## src/design/assert_macros.svh

```systemverilog
// ----------------------------------------------------------------------------
// assert_macros
// assertion helpers shared by the meter modules
// ----------------------------------------------------------------------------
`ifndef ASSERT_MACROS_SVH
`define ASSERT_MACROS_SVH

// same-cycle implication, checked at every rising edge outside reset
`define ASSERT_IMPL(label, clk, rst, ante, cons, msg) \
  label: assert property (@(posedge clk) disable iff (rst) (ante) |-> (cons)) else $error(msg);

// next-cycle implication
`define ASSERT_NEXT(label, clk, rst, ante, cons, msg) \
  label: assert property (@(posedge clk) disable iff (rst) (ante) |=> (cons)) else $error(msg);

`endif

```

## src/design/plm_pkg.sv

```systemverilog
// ----------------------------------------------------------------------------
// plm_pkg
// types, codes and helper functions shared by the peak level meter
// ----------------------------------------------------------------------------
`timescale 1ns / 1ps
`default_nettype none

package plm_pkg;

  localparam int MAX_CHANNELS_DEF = 8;
  localparam int QUEUE_DEPTH      = 2;
  localparam int PEAK_W           = 33;
  localparam int COUNT_W          = 5;
  localparam int CFG_INDEX_W      = 2;
  localparam int CFG_DATA_W       = 4;

  // register indexes
  localparam logic [CFG_INDEX_W-1:0] CFG_SAMPLE_FORMAT = 2'd0;
  localparam logic [CFG_INDEX_W-1:0] CFG_CHANNEL_COUNT = 2'd1;

  // sample format codes
  localparam logic [2:0] FMT_S8  = 3'd0;
  localparam logic [2:0] FMT_S16 = 3'd1;
  localparam logic [2:0] FMT_S32 = 3'd2;
  localparam logic [2:0] FMT_U8  = 3'd3;
  localparam logic [2:0] FMT_U16 = 3'd4;
  localparam logic [2:0] FMT_U32 = 3'd5;

  localparam logic [2:0] FMT_RESET   = FMT_S16;
  localparam logic [3:0] COUNT_RESET = 4'd2;

  typedef struct packed {
    logic [31:0] sample;
    logic        last_in_buffer;
  } sample_word_t;

  typedef struct packed {
    logic [2:0]         channel;
    logic signed [15:0] level;
    logic               last_level;
  } level_word_t;

  // control part of one buffer snapshot
  typedef struct packed {
    logic               valid;
    logic [2:0]         fmt;
    logic [COUNT_W-1:0] count;
  } snap_ctrl_t;

  // bit count k of the format, full scale is 2^k - 1
  function automatic logic [5:0] fmt_bits(input logic [2:0] fmt);
    logic [5:0] k;
    case (fmt)
      FMT_S8:  k = 6'd7;
      FMT_S16: k = 6'd15;
      FMT_S32: k = 6'd31;
      FMT_U8:  k = 6'd8;
      FMT_U16: k = 6'd16;
      default: k = 6'd32;
    endcase
    return k;
  endfunction

  function automatic logic fmt_signed(input logic [2:0] fmt);
    return fmt inside {FMT_S8, FMT_S16, FMT_S32};
  endfunction

  function automatic logic fmt_known(input logic [2:0] fmt);
    return fmt inside {[FMT_S8:FMT_U32]};
  endfunction

  function automatic logic [PEAK_W-1:0] fmt_max(input logic [2:0] fmt);
    return (PEAK_W'(1) << fmt_bits(fmt)) - PEAK_W'(1);
  endfunction

  // raw bits to a 33-bit two's complement value
  function automatic logic [PEAK_W-1:0] decode_sample(input logic [2:0] fmt,
                                                     input logic [31:0] raw);
    logic [PEAK_W-1:0] v;
    case (fmt)
      FMT_S8:  v = {{25{raw[7]}}, raw[7:0]};
      FMT_S16: v = {{17{raw[15]}}, raw[15:0]};
      FMT_S32: v = {raw[31], raw};
      FMT_U8:  v = {25'd0, raw[7:0]};
      FMT_U16: v = {17'd0, raw[15:0]};
      default: v = {1'b0, raw};
    endcase
    return v;
  endfunction

  function automatic logic [PEAK_W-1:0] magnitude(input logic [PEAK_W-1:0] v);
    return v[PEAK_W-1] ? -v : v;
  endfunction

endpackage

`default_nettype wire

```

## src/design/plm_front.sv

```systemverilog
// ----------------------------------------------------------------------------
// plm_front
// config registers, sample decode, channel rotation and peak tracking
// ----------------------------------------------------------------------------
`timescale 1ns / 1ps
`default_nettype none

module plm_front #(
  parameter int MAX_CHANNELS = plm_pkg::MAX_CHANNELS_DEF
) (
  input  wire logic                                  clk,
  input  wire logic                                  rst,
  input  wire logic                                  cfg_we,
  input  wire logic [plm_pkg::CFG_INDEX_W-1:0]       cfg_index,
  input  wire logic [plm_pkg::CFG_DATA_W-1:0]        cfg_data,
  input  wire logic                                  sample_valid,
  output logic                                       sample_stall,
  input  wire plm_pkg::sample_word_t                 sample_word,
  input  wire logic                                  q_full,
  output plm_pkg::snap_ctrl_t                        push_ctrl,
  output logic [MAX_CHANNELS-1:0][plm_pkg::PEAK_W-1:0] push_peaks
);

  localparam int IW = (MAX_CHANNELS > 1) ? $clog2(MAX_CHANNELS) : 1;
  localparam int CW = plm_pkg::COUNT_W;
  localparam int PW = plm_pkg::PEAK_W;

  logic [2:0]                    fmt;
  logic [3:0]                    count;
  logic [IW-1:0]                 cursor;
  logic [MAX_CHANNELS-1:0][PW-1:0] peak;

  logic                          accept;
  logic [PW-1:0]                 value;
  logic                          take;
  logic [CW-1:0]                 active;
  logic [CW-1:0]                 cursor_inc;

  assign sample_stall = q_full;
  assign accept       = sample_valid && !q_full;

  assign value = plm_pkg::decode_sample(fmt, sample_word.sample);
  assign take  = plm_pkg::magnitude(value) > plm_pkg::magnitude(peak[cursor]);

  // zero counts as one, anything above the array size is clipped
  always_comb begin
    if (count == 4'd0) begin
      active = CW'(1);
    end else if ({1'b0, count} > CW'(MAX_CHANNELS)) begin
      active = CW'(MAX_CHANNELS);
    end else begin
      active = CW'(count);
    end
  end

  assign cursor_inc = CW'(cursor) + CW'(1);

  always_comb begin
    push_peaks = peak;
    if (take) begin
      push_peaks[cursor] = value;
    end
  end

  always_comb begin
    push_ctrl.valid = accept && sample_word.last_in_buffer;
    push_ctrl.fmt   = fmt;
    push_ctrl.count = active;
  end

  always_ff @(posedge clk) begin
    if (rst) begin
      fmt   <= plm_pkg::FMT_RESET;
      count <= plm_pkg::COUNT_RESET;
    end else if (cfg_we) begin
      case (cfg_index)
        plm_pkg::CFG_SAMPLE_FORMAT: fmt   <= cfg_data[2:0];
        plm_pkg::CFG_CHANNEL_COUNT: count <= cfg_data;
        default: ;
      endcase
    end
  end

  always_ff @(posedge clk) begin
    if (rst) begin
      cursor <= '0;
      peak   <= '0;
    end else if (accept) begin
      if (sample_word.last_in_buffer) begin
        cursor <= '0;
        peak   <= '0;
      end else begin
        peak   <= push_peaks;
        cursor <= (cursor_inc >= active) ? '0 : IW'(cursor_inc);
      end
    end
  end

endmodule

`default_nettype wire

```

## src/design/plm_queue.sv

```systemverilog
// ----------------------------------------------------------------------------
// plm_queue
// short queue of buffer snapshots between the front and the level unit
// ----------------------------------------------------------------------------
`timescale 1ns / 1ps
`default_nettype none
`include "assert_macros.svh"

module plm_queue #(
  parameter int MAX_CHANNELS = plm_pkg::MAX_CHANNELS_DEF
) (
  input  wire logic                                    clk,
  input  wire logic                                    rst,
  input  wire plm_pkg::snap_ctrl_t                     push_ctrl,
  input  wire logic [MAX_CHANNELS-1:0][plm_pkg::PEAK_W-1:0] push_peaks,
  output logic                                         full,
  output plm_pkg::snap_ctrl_t                          head_ctrl,
  output logic [MAX_CHANNELS-1:0][plm_pkg::PEAK_W-1:0] head_peaks,
  input  wire logic                                    pop
);

  localparam int DEPTH = plm_pkg::QUEUE_DEPTH;
  localparam int PTR_W = (DEPTH > 1) ? $clog2(DEPTH) : 1;
  localparam int CNT_W = $clog2(DEPTH + 1);
  localparam int PW    = plm_pkg::PEAK_W;

  logic [MAX_CHANNELS-1:0][PW-1:0] mem_peaks [DEPTH];
  logic [2:0]                      mem_fmt   [DEPTH];
  logic [plm_pkg::COUNT_W-1:0]     mem_count [DEPTH];

  logic [PTR_W-1:0] wr_ptr;
  logic [PTR_W-1:0] rd_ptr;
  logic [CNT_W-1:0] fill;

  assign full = (fill == CNT_W'(DEPTH));

  always_comb begin
    head_ctrl.valid = (fill != '0);
    head_ctrl.fmt   = mem_fmt[rd_ptr];
    head_ctrl.count = mem_count[rd_ptr];
    head_peaks      = mem_peaks[rd_ptr];
  end

  always_ff @(posedge clk) begin
    if (push_ctrl.valid) begin
      mem_peaks[wr_ptr] <= push_peaks;
      mem_fmt[wr_ptr]   <= push_ctrl.fmt;
      mem_count[wr_ptr] <= push_ctrl.count;
    end
  end

  always_ff @(posedge clk) begin
    if (rst) begin
      wr_ptr <= '0;
      rd_ptr <= '0;
      fill   <= '0;
    end else begin
      if (push_ctrl.valid) begin
        wr_ptr <= (wr_ptr == PTR_W'(DEPTH - 1)) ? '0 : wr_ptr + PTR_W'(1);
      end
      if (pop) begin
        rd_ptr <= (rd_ptr == PTR_W'(DEPTH - 1)) ? '0 : rd_ptr + PTR_W'(1);
      end
      case ({push_ctrl.valid, pop})
        2'b10:   fill <= fill + CNT_W'(1);
        2'b01:   fill <= fill - CNT_W'(1);
        default: ;
      endcase
    end
  end

  `ASSERT_IMPL(a_no_push_when_full, clk, rst, push_ctrl.valid, !full, "snapshot pushed into full queue")
  `ASSERT_IMPL(a_no_pop_when_empty, clk, rst, pop, head_ctrl.valid, "snapshot popped from empty queue")

endmodule

`default_nettype wire

```

## src/design/plm_back.sv

```systemverilog
// ----------------------------------------------------------------------------
// plm_back
// walks the channels of a snapshot and turns each peak into a q1.15 level
// ----------------------------------------------------------------------------
`timescale 1ns / 1ps
`default_nettype none
`include "assert_macros.svh"

module plm_back #(
  parameter int MAX_CHANNELS = plm_pkg::MAX_CHANNELS_DEF
) (
  input  wire logic                                    clk,
  input  wire logic                                    rst,
  input  wire plm_pkg::snap_ctrl_t                     head_ctrl,
  input  wire logic [MAX_CHANNELS-1:0][plm_pkg::PEAK_W-1:0] head_peaks,
  output logic                                         pop,
  output logic                                         level_valid,
  input  wire logic                                    level_stall,
  output plm_pkg::level_word_t                         level_word
);

  localparam int IW = (MAX_CHANNELS > 1) ? $clog2(MAX_CHANNELS) : 1;
  localparam int CW = plm_pkg::COUNT_W;
  localparam int PW = plm_pkg::PEAK_W;

  logic          en;
  logic          issue;
  logic          head_last;
  logic [IW-1:0] idx;

  // stage valids, stage 7 is the output register
  logic [7:1] vld;

  logic [2:0]  fmt_p  [1:6];
  logic [2:0]  ch_p   [1:6];
  logic        last_p [1:6];
  logic        neg_p  [3:6];

  logic [PW-1:0] p1;
  logic [34:0]   x2;
  logic [33:0]   m3;
  logic [48:0]   a4;
  logic [16:0]   q5;
  logic [32:0]   s5;
  logic [16:0]   q6;
  logic [32:0]   s6;

  logic [5:0]  k2, k4, k5, k6;
  logic [34:0] mabs;
  logic [33:0] m_lim;
  logic [16:0] f5_hi, f6_hi, f7_hi;
  logic [31:0] f5_lo, f6_lo, f7_lo;
  logic [32:0] s7;
  logic [16:0] qf;
  logic signed [15:0] lvl;

  assign en        = !(vld[7] && level_stall);
  assign issue     = en && head_ctrl.valid;
  assign head_last = (CW'(idx) + CW'(1)) == head_ctrl.count;
  assign pop       = issue && head_last;

  assign level_valid = vld[7];

  always_ff @(posedge clk) begin
    if (rst) begin
      idx <= '0;
    end else if (pop) begin
      idx <= '0;
    end else if (issue) begin
      idx <= idx + IW'(1);
    end
  end

  always_ff @(posedge clk) begin
    if (rst) begin
      vld <= '0;
    end else if (en) begin
      vld <= {vld[6:1], issue};
    end
  end

  assign k2 = plm_pkg::fmt_bits(fmt_p[2]);
  assign k4 = plm_pkg::fmt_bits(fmt_p[4]);
  assign k5 = plm_pkg::fmt_bits(fmt_p[5]);
  assign k6 = plm_pkg::fmt_bits(fmt_p[6]);

  // magnitude, clipped at 2^(k+1) where the level is saturated anyway
  always_comb begin
    mabs  = x2[34] ? -x2 : x2;
    m_lim = 34'(1) << (k2 + 6'd1);
  end

  // fold by 2^k - 1: n = hi*2^k + lo, so n / (2^k-1) = hi + (hi+lo) / (2^k-1)
  always_comb begin
    f5_hi = 17'(a4 >> k4);
    f5_lo = 32'(a4 & ((49'(1) << k4) - 49'(1)));
    f6_hi = 17'(s5 >> k5);
    f6_lo = 32'(s5 & ((33'(1) << k5) - 33'(1)));
    f7_hi = 17'(s6 >> k6);
    f7_lo = 32'(s6 & ((33'(1) << k6) - 33'(1)));
    s7    = 33'(f7_hi) + 33'(f7_lo);
    qf    = q6 + f7_hi + 17'(s7 >= plm_pkg::fmt_max(fmt_p[6]));
  end

  // sign and saturation
  always_comb begin
    if (!plm_pkg::fmt_known(fmt_p[6])) begin
      lvl = '0;
    end else if (neg_p[6]) begin
      lvl = (qf > 17'd32768) ? -16'sd32768 : 16'(-qf);
    end else begin
      lvl = (qf > 17'd32767) ? 16'sd32767 : 16'(qf);
    end
  end

  always_ff @(posedge clk) begin
    if (en) begin
      // stage 1: pick the channel's peak
      p1        <= head_peaks[idx];
      fmt_p[1]  <= head_ctrl.fmt;
      ch_p[1]   <= 3'(idx);
      last_p[1] <= head_last;
      for (int i = 2; i <= 6; i++) begin
        fmt_p[i]  <= fmt_p[i-1];
        ch_p[i]   <= ch_p[i-1];
        last_p[i] <= last_p[i-1];
      end
      for (int i = 4; i <= 6; i++) begin
        neg_p[i] <= neg_p[i-1];
      end
      // stage 2: signed peak or 2*peak - full scale
      if (plm_pkg::fmt_signed(fmt_p[1])) begin
        x2 <= {{2{p1[PW-1]}}, p1};
      end else begin
        x2 <= {p1[PW-1], p1, 1'b0} - {2'b00, plm_pkg::fmt_max(fmt_p[1])};
      end
      // stage 3: magnitude and sign
      neg_p[3] <= x2[34];
      m3       <= (34'(mabs) > m_lim) ? m_lim : 34'(mabs);
      // stage 4: times 32767 as shift and subtract
      a4 <= {m3, 15'd0} - 49'(m3);
      // stages 5 to 7: three folds and a final compare
      q5 <= f5_hi;
      s5 <= 33'(f5_hi) + 33'(f5_lo);
      q6 <= q5 + f6_hi;
      s6 <= 33'(f6_hi) + 33'(f6_lo);
      level_word.channel    <= ch_p[6];
      level_word.level      <= lvl;
      level_word.last_level <= last_p[6];
    end
  end

  `ASSERT_IMPL(a_idx_in_range, clk, rst, head_ctrl.valid, (CW'(idx) < head_ctrl.count), "channel index past snapshot count")
  `ASSERT_NEXT(a_idx_restart, clk, rst, pop, (idx == '0), "channel walk did not restart after pop")

endmodule

`default_nettype wire

```

## src/design/pcm_channel_peak_level_meter_top.sv

```systemverilog
// ----------------------------------------------------------------------------
// pcm_channel_peak_level_meter_top
// per-channel peak meter for interleaved pcm, one q1.15 level per channel
// at every buffer end
// ----------------------------------------------------------------------------
//
//   port group   dir   handshake                  word
//   ----------   ---   ------------------------   -----------------------------
//   sample_*     in    sample_valid/sample_stall  sample, last_in_buffer
//   level_*      out   level_valid/level_stall    channel, level, last_level
//   cfg_*        in    cfg_we (no back-pressure)  register index and value
//
// one sample word is taken per cycle while the queue is not full; the peak
// compare-and-replace for the current channel is registered in the front
// a buffer end copies all peaks into a two-deep snapshot queue, the level
// unit then gives one level word per cycle while level_stall is low, n
// words per buffer, passed through the pipeline to the output register
// sample_stall rises only while the snapshot queue holds two buffers
// synchronous reset clears peaks, cursor and queue, no sweep
// ----------------------------------------------------------------------------
`timescale 1ns / 1ps
`default_nettype none

module pcm_channel_peak_level_meter_top #(
  parameter int MAX_CHANNELS = plm_pkg::MAX_CHANNELS_DEF
) (
  input  wire logic                            clk,
  input  wire logic                            rst,
  // configuration writes
  input  wire logic                            cfg_we,
  input  wire logic [plm_pkg::CFG_INDEX_W-1:0] cfg_index,
  input  wire logic [plm_pkg::CFG_DATA_W-1:0]  cfg_data,
  // sample words in
  input  wire logic                            sample_valid,
  output logic                                 sample_stall,
  input  wire plm_pkg::sample_word_t           sample_word,
  // level words out
  output logic                                 level_valid,
  input  wire logic                            level_stall,
  output plm_pkg::level_word_t                 level_word
);

  // snapshot handed from front to queue
  plm_pkg::snap_ctrl_t                            push_ctrl;
  logic [MAX_CHANNELS-1:0][plm_pkg::PEAK_W-1:0]   push_peaks;
  logic                                           q_full;

  // oldest pending snapshot
  plm_pkg::snap_ctrl_t                            head_ctrl;
  logic [MAX_CHANNELS-1:0][plm_pkg::PEAK_W-1:0]   head_peaks;
  logic                                           pop;

  // front: registers, decode, rotation and peak hold
  plm_front #(
    .MAX_CHANNELS (MAX_CHANNELS)
  ) u_front (
    .clk          (clk),
    .rst          (rst),
    .cfg_we       (cfg_we),
    .cfg_index    (cfg_index),
    .cfg_data     (cfg_data),
    .sample_valid (sample_valid),
    .sample_stall (sample_stall),
    .sample_word  (sample_word),
    .q_full       (q_full),
    .push_ctrl    (push_ctrl),
    .push_peaks   (push_peaks)
  );

  // queue: lets the next buffer run while levels drain
  plm_queue #(
    .MAX_CHANNELS (MAX_CHANNELS)
  ) u_queue (
    .clk        (clk),
    .rst        (rst),
    .push_ctrl  (push_ctrl),
    .push_peaks (push_peaks),
    .full       (q_full),
    .head_ctrl  (head_ctrl),
    .head_peaks (head_peaks),
    .pop        (pop)
  );

  // back: channel walk and normalising pipeline
  plm_back #(
    .MAX_CHANNELS (MAX_CHANNELS)
  ) u_back (
    .clk         (clk),
    .rst         (rst),
    .head_ctrl   (head_ctrl),
    .head_peaks  (head_peaks),
    .pop         (pop),
    .level_valid (level_valid),
    .level_stall (level_stall),
    .level_word  (level_word)
  );

endmodule

`default_nettype wire

```

## config.mk

```make
export PLATFORM = sky130hd
export DESIGN_NAME = pcm_channel_peak_level_meter_top
export DESIGN_NICKNAME = d
export VERILOG_FILES = /design/src/design/plm_pkg.sv /design/src/design/plm_front.sv /design/src/design/plm_queue.sv /design/src/design/plm_back.sv /design/src/design/pcm_channel_peak_level_meter_top.sv
export VERILOG_INCLUDE_DIRS = /design/src /design/src/design
export SDC_FILE = /design/constraint.sdc
export NUM_CORES = 2
export LEC_CHECK = 0
export ABC_AREA = 1
export BUFFER_PORTS_ARGS = -buffer_cell sky130_fd_sc_hd__buf_2
export CAP_MARGIN = 40
export CORE_MARGIN = 2
export CORE_UTILIZATION = 50
export CTS_CLUSTER_DIAMETER = 150
export CTS_CLUSTER_SIZE = 8
export DETAILED_ROUTE_END_ITERATION = 12
export PLACE_DENSITY = 0.73
export SLEW_MARGIN = 20
export SYNTH_ARGS = -nofsm -noshare
export SYNTH_HDL_FRONTEND = slang
export SYNTH_SLANG_ARGS = --single-unit
```

## constraint.sdc

```tcl
create_clock -name clk -period 12.4 [get_ports clk]
set_input_delay 0.62 -clock clk [delete_from_list [all_inputs] [get_ports clk]]
set_output_delay 0.62 -clock clk [all_outputs]
set_load 0.005 [all_outputs]
```

# After elaboration in Yosys (flattened, before gate mapping)
# Memory sizes are Yosys's and may differ from the RTL's. A register that Yosys moved wholly into a read port is not among the register bits.
# Index checks and enable logic that the tools add are counted.
# W data, S select, Z words.
[op_classes]
bitwise = 3
reduce_logical = 25
add_sub_neg = 25
eq_ne = 29
shift = 8
order_cmp = 12
mux = 41
[ops]
columns = ["op", "n"]
rows = [
  ["$mux W264", 2],
  ["$bwmux W264", 1],
  ["$bmux W33 S3", 2],
  ["$mux W33", 5],
  ["$pmux W33 S5", 1],
  ["$pmux W6 S5", 5],
  ["$add A17 B32 Y33", 3],
  ["$demux W33 S3", 1],
  ["$and A32 B32 Y32", 3],
  ["$sub A32 B1 Y32 const B", 3],
  ["$mux W34", 2],
  ["$neg A33 Y33", 2],
  ["$shl A1 B6 Y33 const A", 2],
  ["$shr A33 B6 Y17", 2],
  ["$sub A33 B2 Y33 const B", 2],
  ["$shl A1 B6 Y32 const A", 2],
  ["$shr A49 B6 Y17", 1],
  ["$sub A49 B34 Y49", 1],
  ["$mux W16", 3],
  ["$eq A3 B2 Y1 const B", 12],
  ["$mux W35", 1],
  ["$sub A34 B34 Y35", 1],
  ["$add A17 B17 Y17", 2],
  ["$gt A34 B34 Y1", 1],
  ["other kinds (39)", 83],
]
[word_totals]
inputBits = 44
output_inout_bits = 22
n_memories = 7
ramBits = 590
regBits = 555
word_cells = 175
[mem_list]
columns = ["memory", "words", "word_bits", "read_ports", "rd_clocked_by_memory_dff", "write_ports", "line", "rtl"]
rows = [
  ["u_queue.mem_peaks", 2, 264, 1, 1, 1, "plm_queue.sv:27", "logic [MAX_CHANNELS-1:0][PW-1:0] mem_peaks [DEPTH];"],
  ["u_back.ch_p", 6, 3, 6, 1, 6, "plm_back.sv:35", "logic [2:0] ch_p [1:6];"],
  ["u_back.fmt_p", 6, 3, 6, 0, 6, "plm_back.sv:34", "logic [2:0] fmt_p [1:6];"],
  ["u_queue.mem_count", 2, 5, 1, 1, 1, "plm_queue.sv:29", "logic [plm_pkg::COUNT_W-1:0] mem_count [DEPTH];"],
  ["u_back.last_p", 6, 1, 6, 1, 6, "plm_back.sv:36", "logic last_p [1:6];"],
  ["u_queue.mem_fmt", 2, 3, 1, 1, 1, "plm_queue.sv:28", "logic [2:0] mem_fmt [DEPTH];"],
  ["1 more memories", "-", "-", "-", "-", "-", "-", ""],
]

# Longest topological paths before layout
# An unclocked memory read counts as a cell.
[logic_depth]
depth_word = 12
mapped_depth = 52
ltp_nobuf = 49

# Cells and area by module
# From an unflattened synthesis, not the netlist that was laid out.
[unflattened]
hier_cells = 8816
hier_area_um2 = 71574.9
[by_module_without_submodules]
columns = ["module", "instances", "area_per_inst_um2", "seq_area_each_um2", "cells_per_inst"]
rows = [
  ["plm_back", 1, 28173.3, 9719.3, 3814],
  ["plm_front", 1, 23243.5, 5485.3, 4123],
  ["plm_queue", 1, 20158.1, 16435.8, 879],
]

# Worst setup path after synthesis
# No wires, ideal clock.
[synth_timing]
kind = "input -> register"
startpoint = "input port sample_valid"
endpoint = "memory u_queue.mem_count[0][0] in the netlist's numbering, enable pin"
path_slack_ns = -0.673
t_arrival_ns = 12.165
required_time_ns = 11.492
n_path_buf = 0
cell_stages = 4
setup_time_ns = 0.908
cell_sequence = "o21ai_1 inv_1 nand2_1 nor2_1"
[synth_via]
elab_chain_len = 4
[synth_lines]
columns = ["item", "line", "rtl"]
rows = [
  ["from (decl)", "pcm_channel_peak_level_meter_top.sv:34", "input wire logic sample_valid,"],
  ["$logic_and A1 B1 Y1", "plm_front.sv:40", "assign accept = sample_valid && !q_full;"],
  ["$logic_and A1 B1 Y1", "plm_front.sv:66", "push_ctrl.valid = accept && sample_word.last_in_buffer;"],
  ["$mux W1", "plm_queue.sv:45", "if (push_ctrl.valid) begin"],
  ["$mux W1 (not written as such)", "plm_queue.sv:48", "mem_count[wr_ptr] <= push_ctrl.count;"],
  ["to (decl)", "plm_queue.sv:29", ""],
]
# Every way passes these cells.

==> results.py <==
metrics = {
    "critical_path": {
        "arrival_ns": 9.50,
        "cp_top_family": "simple AND/OR/NAND/NOR gates",
        "crit_type": "flip-flop to flip-flop",
        "cp.buffers_inverters": 3,
        "cpMostUsedCell": "nand2_1",
        "worstRegToRegCells": 42,
        "regToRegSetupSlack_ns": 3.49,
        "critPathLaunchType": "flip-flop",
        "critPathSlowestCell": "edfxtp_1",
        "critPathCaptureType": "flip-flop",
        "crit_fanout": 36,
        "rr_endpoint": "u_back.level_word[5]",
        "r2r_start": "u_back.fmt_p[3][2]",
        "max_stage_delay_ns": 0.58,
        "crit_required_ns": 13.00,
    },
    "global_routing": {
        "grt_pass1_vias": 56200,
        "grt_usage_pct": 29.6,
        "grt-ovfl-total": 0,
        "grt_antenna_before_repair": 9,
        "grt_pass1_wl_mm": 318,
        "grt_max_degree": 176,
    },
    "floorplan": {
        "die_w_um": 371,
        "dieHeight_um": 371,
        "dieArea_um2": 138000,
        "io_pins": 66,
        "num_rows": 134,
        "fp.coreArea_um2": 134000,
        "start_util_pct": 50.4,
    },
    "cts": {
        "clkTransAtPathRegs_ns": 0.05,
        "cts_tree": "done",
        "clock_latency_ns": 0.81,
        "h-tree-depth": 4,
        "cts_root_buf": "clkbuf_16",
        "cts_setup_buffers": 0,
        "cts_repair_resize_count": 0,
        "hold_buffers": 0,
        "clockBufferDepth": 3,
        "numCtsBuffers": 161,
        "numClockSinks": 1148,
    },
    "yosys": {
        "ys_warn_count": 0,
        "syn_inst": 8440,
        "synth-edff-count": 859,
        "seq_area_frac_synth_pct": 46.9,
        "synthTopCellsByArea": "edfxtp_1, nand2_1, dfxtp_1",
        "async_flop_share_pct": 0,
        "synthDistinctLibCells": 76,
        "syn_area_um2": 67400,
        "synth.most_common_cell": "nand2_1",
        "synth_area_leader_cell": "edfxtp_1",
        "synth_top_cells_by_count": "nand2_1, edfxtp_1, inv_1",
        "synth_top_area_share_pct": 38.3,
        "dominantRegCellSynth": "edfxtp_1",
        "synth_area_per_cell_um2": 7.99,
        "synth-seq-cells": 1148,
    },
    "min_path": {
        "worstHoldPathCells": 3,
        "worstHoldStart": "cfg_data[0]",
        "hold_end": "u_front.fmt[0]",
        "hp-class": "input port to flip-flop",
    },
    "layout": {
        "area_growth_syn_to_layout_pct": 10.0,
        "drive_gt1_share_pct": 6.03,
        "fin_nets": 8623,
        "nFillCells": 11800,
    },
    "timing": {
        "max_freq_mhz": 112,
        "setup_viol": 0,
        "drv_slew": 0,
        "period_needed_ns": 8.91,
        "max_slew_margin_pct": 27.2,
        "hold_violations": 0,
        "min_period_over_period_pct": 71.8,
        "tightestPinTransition_ns": 1.09,
        "grt_setup_unrepaired": "false",
        "skew_ns": 0.0448,
        "holdWs_ns": 0.122,
    },
    "power_and_ir_drop": {
        "p_int_mw": 8.95,
        "swShare_pct": 38.2,
        "peakVddDrop_mv": 0.139,
        "p_leak_nw": 30.9,
        "pwr-share-comb_pct": 34.6,
        "switchingPower_mw": 5.54,
        "finalPower_mw": 14.5,
        "cellPowerDensity_nw_per_um2": 195,
        "seq_power_share_pct": 36.6,
        "pwr-share-clk_pct": 28.8,
    },
    "placed_design": {
        "hpwl_mm": 135,
        "port_buffers": 65,
        "gp_routability_congestion": 0.959,
    },
    "routing": {
        "drt_first_pass_iters": 7,
        "drc": 0,
        "vias": 59700,
        "viasPerCell": 5.83,
        "wl_per_cell_um": 20.4,
        "drtIter0Drc": 6835,
        "wl_mm": 208,
        "ant_nets": 0,
    },
    "run_status": {
        "status": "finished clean",
    },
    "run": {
        "drv_cap": 0,
    },
}
cells in the final DEF (no fill, tap or decap), types with 13 or more instances in the layout:
cell type,Yosys,final
o221ai_1,34,34
conb_1,2,25
nand3_1,329,329
o22ai_1,97,97
nor2_1,558,554
a31oi_1,20,20
xor2_1,196,196
a21boi_0,24,24
ha_1,227,227
or2_2,16,16
nor2_4,10,14
clkbuf_16,0,163
nand2_1,2610,2606
buf_2,60,64
nor3_1,54,54
clkbuf_1,330,99
inv_2,24,24
o211ai_1,63,63
a211oi_1,13,13
nand2_2,19,21
a22oi_1,21,21
a21boi_1,14,14
nand3b_1,28,28
a21oi_1,635,635
a221oi_1,52,52
o21bai_1,17,17
nor4_1,21,21
nor2_2,23,23
xnor2_1,54,54
o21ai_0,653,653
dfxtp_1,289,285
nand4_1,85,85
inv_1,764,762
buf_4,14,77
edfxtp_1,859,859
mux2i_1,20,20
o21ai_1,33,31
cell type report:
class,count,area (um2),share of cell area [%]
sequential,1148,31600,42.6
antenna,4,10.0,0.0135
tap,1768,2210,2.98
clock buffer,262,4450,6.00
inverter,797,3010,4.06
clock inverter,14,319,0.430
multi-input combinational,6070,31100,41.9
timing repair buffer,168,1500,2.02
layer usage:
metal	wire length [um]	share of wire [%]	track usage, %
met1	81600	39	37.8
met2	97000	47	48.6
met3	20400	9.8	5.70
met4	9340	4.5	13.4
met5	57	0.027	0
registers in the layout, indices dropped and copies added (netlist names), 4 cells and up, named ones only:
signal and cells:
u_back.a4 49, u_back.ch_p 18, u_back.fmt_p 18, u_back.last_p 6, u_back.level_word 20, u_back.m3 34, u_back.neg_p 4, u_back.p1 33
u_back.q5 17, u_back.q6 17, u_back.s5 33, u_back.s6 33, u_back.vld 7, u_back.x2 35, u_front.count 4, u_front.peak 264
u_queue.mem_count 8, u_queue.mem_fmt 6, u_queue.mem_peaks 528
cell families (layout without fill, tap and decap cells):
group | Yosys count | after routing | share of synthesized area (%)
AND/OR/NAND/NOR | 3801 | 3801 | 23.3
other | 2 | 29 | 0.0111
adder cells (fa/ha/maj) | 233 | 233 | 4.39
XOR/XNOR | 252 | 252 | 3.31
buffers and inverters | 1245 | 1241 | 7.29
flip-flops | 1148 | 1148 | 46.9
multiplexers | 20 | 20 | 0.297
AO/OA/AOI/OAI | 1739 | 1739 | 14.5
power groups by stage:
stage                     sequential [mW]  clock (mW)  combinational, mW
after floorplan                      5.16           0               3.64
after global placement               5.37           0               4.80
after detailed placement             5.37           0               4.89
after CTS                            5.30        4.22               4.92
after global routing                 5.34        4.38               5.58
final                                5.31        4.18               5.01
stage by stage:
step	cell area, um2	setup WS [ns]	setup TNS, ns	util, %	std cells
2_1_floorplan	67500	-0.673	-364.70	-	8463
3_3_place_gp	68800	3.61	0	51.5	9923
3_5_place_dp	69200	3.67	0	51.8	9944
4_1_cts	74000	3.61	0	55.4	10200
5_1_grt	74100	2.57	0	55.5	10200
6_report	74200	3.49	0	55.5	10200
worst min-delay path, delay by kind of cell:
family / cells / cell delay, ns
buf+inv: 1 / 0.12
compound gates: 1 / 0.07
simple gates: 1 / 0.06
how the worst max path moves through the flow:
| stage | slack, ns | depth (start not counted) | to | from |
|---|---|---|---|---|
| final | 3.49 | 42 | u_back.level_word[5] | u_back.fmt_p[3][2] |
| after global routing | 2.57 | 42 | u_back.level_word[3] | u_back.fmt_p[3][2] |
| after CTS | 3.61 | 42 | u_back.level_word[5] | u_back.fmt_p[3][2] |
| after detailed placement | 3.67 | 42 | u_back.level_word[9] | u_back.fmt_p[3][2] |
| after global placement | 3.61 | 42 | u_back.level_word[5] | u_back.fmt_p[3][2] |
| after floorplan | -0.67 | 4 | u_queue.mem_count[0][0] | sample_valid |
Power figures use the tool's default switching activity.
